File: src/sv/fft_pkg.sv
// Package with the shared types and constants of the fern forest trainer.
package fft_pkg;
  localparam int TREE_COUNT = 10;
  localparam int LEAF_BITS = 13;
  localparam int CNT_W = 16;
  localparam int POST_W = 16;
  localparam int VOTE_W = 20;
  localparam logic [CNT_W-1:0] CNT_MAX = '1;
  localparam logic [POST_W-1:0] POST_MAX = '1;
  localparam int HALF_ONE = 32768;

  // Control between the top-level sequencer and the lanes.
  typedef struct packed {
    logic rd;      // read the leaf entries at the latched codes
    logic start;   // begin the update of the latched leaf
    logic label;   // 1 positive, 0 negative
  } lane_ctl_t;
endpackage

File: src/sv/fft_merge.sv
// Merging stage: sums the lane posteriors and decides whether to train.
module fft_merge (
  input  logic                             clk,
  input  logic [fft_pkg::TREE_COUNT*16-1:0] posts,
  input  logic [15:0]                      thr,
  input  logic                             action,
  input  logic                             label,
  output logic [19:0]                      vote,
  output logic                             train
);
  import fft_pkg::*;
  logic [19:0] s;
  logic [23:0] lim;
  always_comb begin
    s = '0;
    for (int t = 0; t < TREE_COUNT; t++) s = s + {4'b0, posts[t*16 +: 16]};
  end
  assign lim = 24'(thr) * 24'(TREE_COUNT);
  always_ff @(posedge clk) begin
    vote <= s;
    if (!action) train <= 1'b0;
    else if (label) train <= {4'b0, s} <= lim;
    else train <= 24'(s) >= 24'(TREE_COUNT * HALF_ONE);
  end
endmodule

File: config.mk
export PLATFORM = sky130hd
export DESIGN_NAME = fft_merge
export DESIGN_NICKNAME = d
export VERILOG_FILES = /design/src/sv/fft_pkg.sv /design/src/sv/fft_merge.sv
export SDC_FILE = /design/constraint.sdc
export NUM_CORES = 1
export LEC_CHECK = 0
export ABC_AREA = 1
export BUFFER_PORTS_ARGS = -buffer_cell sky130_fd_sc_hd__clkbuf_2
export CAP_MARGIN = 20
export CORE_MARGIN = 10
export CORE_UTILIZATION = 36
export CTS_BUF_LIST = sky130_fd_sc_hd__clkbuf_8
export DETAILED_ROUTE_END_ITERATION = 16
export PLACE_DENSITY = 0.66
export SYNTH_ARGS = -nofsm -noshare
export SYNTH_HDL_FRONTEND = slang
export SYNTH_SLANG_ARGS = --single-unit
File: constraint.sdc
create_clock -name clk -period 13.9 [get_ports clk]
set_input_delay 0.695 -clock clk [delete_from_list [all_inputs] [get_ports clk]]
set_output_delay 0.695 -clock clk [all_outputs]
set_load 0.01 [all_outputs]
==> qor.yml <==
outcome:
  status: "finished, final reports clean"
die:
  core_area_um2: 15900
  core.rowCount: 46
  start_util_pct: 36.9
  die_w_um: 148
  pin_count: 200
  die-height_um: 148
  dieArea_um2: 21900
clocking:
  cts_resized: 0
  cts_sinks: 21
  cts_inserted_buffers: 3
  cts_buffer_depth: 2
  post_cts_buffers: 0
  cts_root_buf: "clkbuf_8"
  clk_pin_slew_worst_paths_ns: 0.07
  cts_tree: "built"
  cts_max_level: 1
  cts_hold_buffers: 0
global_route:
  grtUsageTotal_pct: 13.0
  grt_overflow_total: 0
  grt_pass1_wl_mm: 23.9
  grt_pass1_vias: 5412
  grt_max_degree: 12
  antenna_found_initial: 0
synth:
  async_flop_share_pct: 0
  synthSimpleGateAreaFrac_pct: 12.2
  synth_compound_area_share_pct: 6.16
  synth_seq_cells: 21
  synthCells: 664
  yosysWarningCount: 0
  synthXorXnorAreaFrac_pct: 3.87
  syn-num-nets: 1043
  yosys-top-cells-area: "fa_1, ha_1, inv_1"
  ys_seq_area_share_pct: 7.14
  yosysUniqueCellTypes: 32
  synthAdderAreaFrac_pct: 58.6
  synth.cell_area_um2: 5890
  synth_top_flop_cell: "dfxtp_1"
  muxShareOfSynthArea_pct: 0
  synth_top_cell_by_area: "fa_1"
  synth_top_area_share_pct: 42.8
  synth_top_family_by_area: "adder cells"
  synth_edf_count: 0
  synth_area_per_cell_um2: 8.87
sta:
  fin_crit_sh_pct: 41.2
  worst_pin_slew_ns: 0.459
  final-setup-viol-count: 0
  fmax_ghz: 0.175
  hold_viol: 0
  fin_setup_tns_ns: 0
  min_period_ns: 5.72
  slew_violations: 0
  fin_ws_ns: 8.18
  maxSlewHeadroom_pct: 69.1
  rsz0062_at_grt: "no"
place:
  pre_cts_slack_ns: 7.88
  hpwl_mm: 13.4
  dp.cells: 1079
  io_buffers: 199
  dpl_cell_area_um2: 7160
  place_congestion: 0.825
drt:
  via_count: 4698
  dr.pass1.iters: 4
  antenna_left: 0
  routed_via_density: 4.34
  drc: 0
  wirelength_mm: 13.7
  wl_per_cell_um: 12.7
  drtIter0Drc: 109
setup_path:
  cpMostUsedCell: "nand2_1"
  cp_slowest_cell: "fa_1"
  cp.arrival_ns: 5.88
  endpoint_kind: "flop"
  crit_path_max_fanout: 3
  max_stage_delay_ns: 0.55
  required_ns: 14.06
  crit_type: "in2reg"
  critPathLaunchType: "input port"
hold_path:
  hp-start: "action"
  hold_class: "in2reg"
  min_path_cells: 3
  hold_path_end: "train"
layout:
  stdcell_area_um2: 7200
  n_antenna_cell: 0
  fin_cells: 1083
  drive_above_1_share_pct: 26.2
  fin_nets: 1247
  syn_to_final_growth_pct: 22.3
flow_run:
  max_cap_viol_count: 0
registers in the layout, summed over array words and instances (netlist names):
name   cells
vote      20
train      1
metal layers:
layer	track usage, %	up-vias	part of all wire, %
li1	-	2409	-
met1	14.9	2155	41
met2	24.0	130	50
met3	4.09	4	8.2
met4	0.842	0	0.34
met5	0	-	0
placed cells by master, fill, tap and decap left out, types with 2 or more instances in the layout:
master	netlist	routed
nand3_2	2	2
nor2_2	2	2
xor2_1	13	13
nand2_1	93	93
clkbuf_2	0	199
o21bai_1	2	2
nor3_1	3	3
o31ai_1	2	2
a21oi_1	35	35
a21oi_2	3	3
nand4_1	4	4
ha_1	74	74
a31oi_1	3	3
nor4_1	2	2
and3_1	2	2
nand3_1	16	16
xnor2_1	13	13
nand3b_1	2	2
dfxtp_1	21	21
fa_1	126	126
nor2_1	25	25
o21ai_0	11	11
nand2_2	11	11
inv_1	183	184
clkbuf_8	0	3
inv_2	6	6
a21o_1	3	3
logic make-up after synthesis:
family / count (synthesis)
adders and majority gates: 200
buffers and inverters: 189
and+or+nand+nor: 164
AOI/OAI and AO/OA: 64
xor gates and xnor gates: 26
DFF: 21
cell usage after synthesis (3+ instances only):
cell / n
a21oi_1: 35
nor3_1: 3
inv_1: 183
ha_1: 74
nor2_1: 25
o21ai_0: 11
nand2_2: 11
a21o_1: 3
xor2_1: 13
xnor2_1: 13
nand3_1: 16
a21oi_2: 3
nand2_1: 93
dfxtp_1: 21
a31oi_1: 3
fa_1: 126
inv_2: 6
nand4_1: 4
critical path, delay by kind of cell:
kind / cells / cell delay, ns
AO/OA/AOI/OAI: 2 / 0.20
XOR/XNOR: 1 / 0.10
adder cells (fa/ha/maj): 7 / 3.43
buffers and inverters: 5 / 0.28
AND/OR/NAND/NOR: 14 / 1.16
worst max path at each step:
stage	start	endpoint	cells past startpoint
floorplan	posts[2]	train	28
global placement	posts[2]	train	29
detailed placement	posts[2]	train	29
CTS	posts[2]	train	29
global route	posts[2]	train	29
finish	posts[2]	train	29
cell type report:
class | instances | area, um2
clock buffer | 3 | 41.3
fill | 1585 | 8740
multi-input combinational | 454 | 4760
sequential | 21 | 420
tap | 216 | 270
clock inverter | 1 | 3.75
inverter | 189 | 709
timing repair buffer | 199 | 996
stage by stage:
step / utilization, % / hold WS (ns)
2_1_floorplan: - / 0.831
3_3_place_gp: 44.9 / 0.929
3_5_place_dp: 44.9 / 0.926
4_1_cts: 45.2 / 0.645
5_1_grt: 45.2 / 0.648
6_report: 45.2 / 0.650
Power is left out: the tool's default activity adds up to more than one toggle a clock period on the data nets, which glitch-free logic cannot reach.
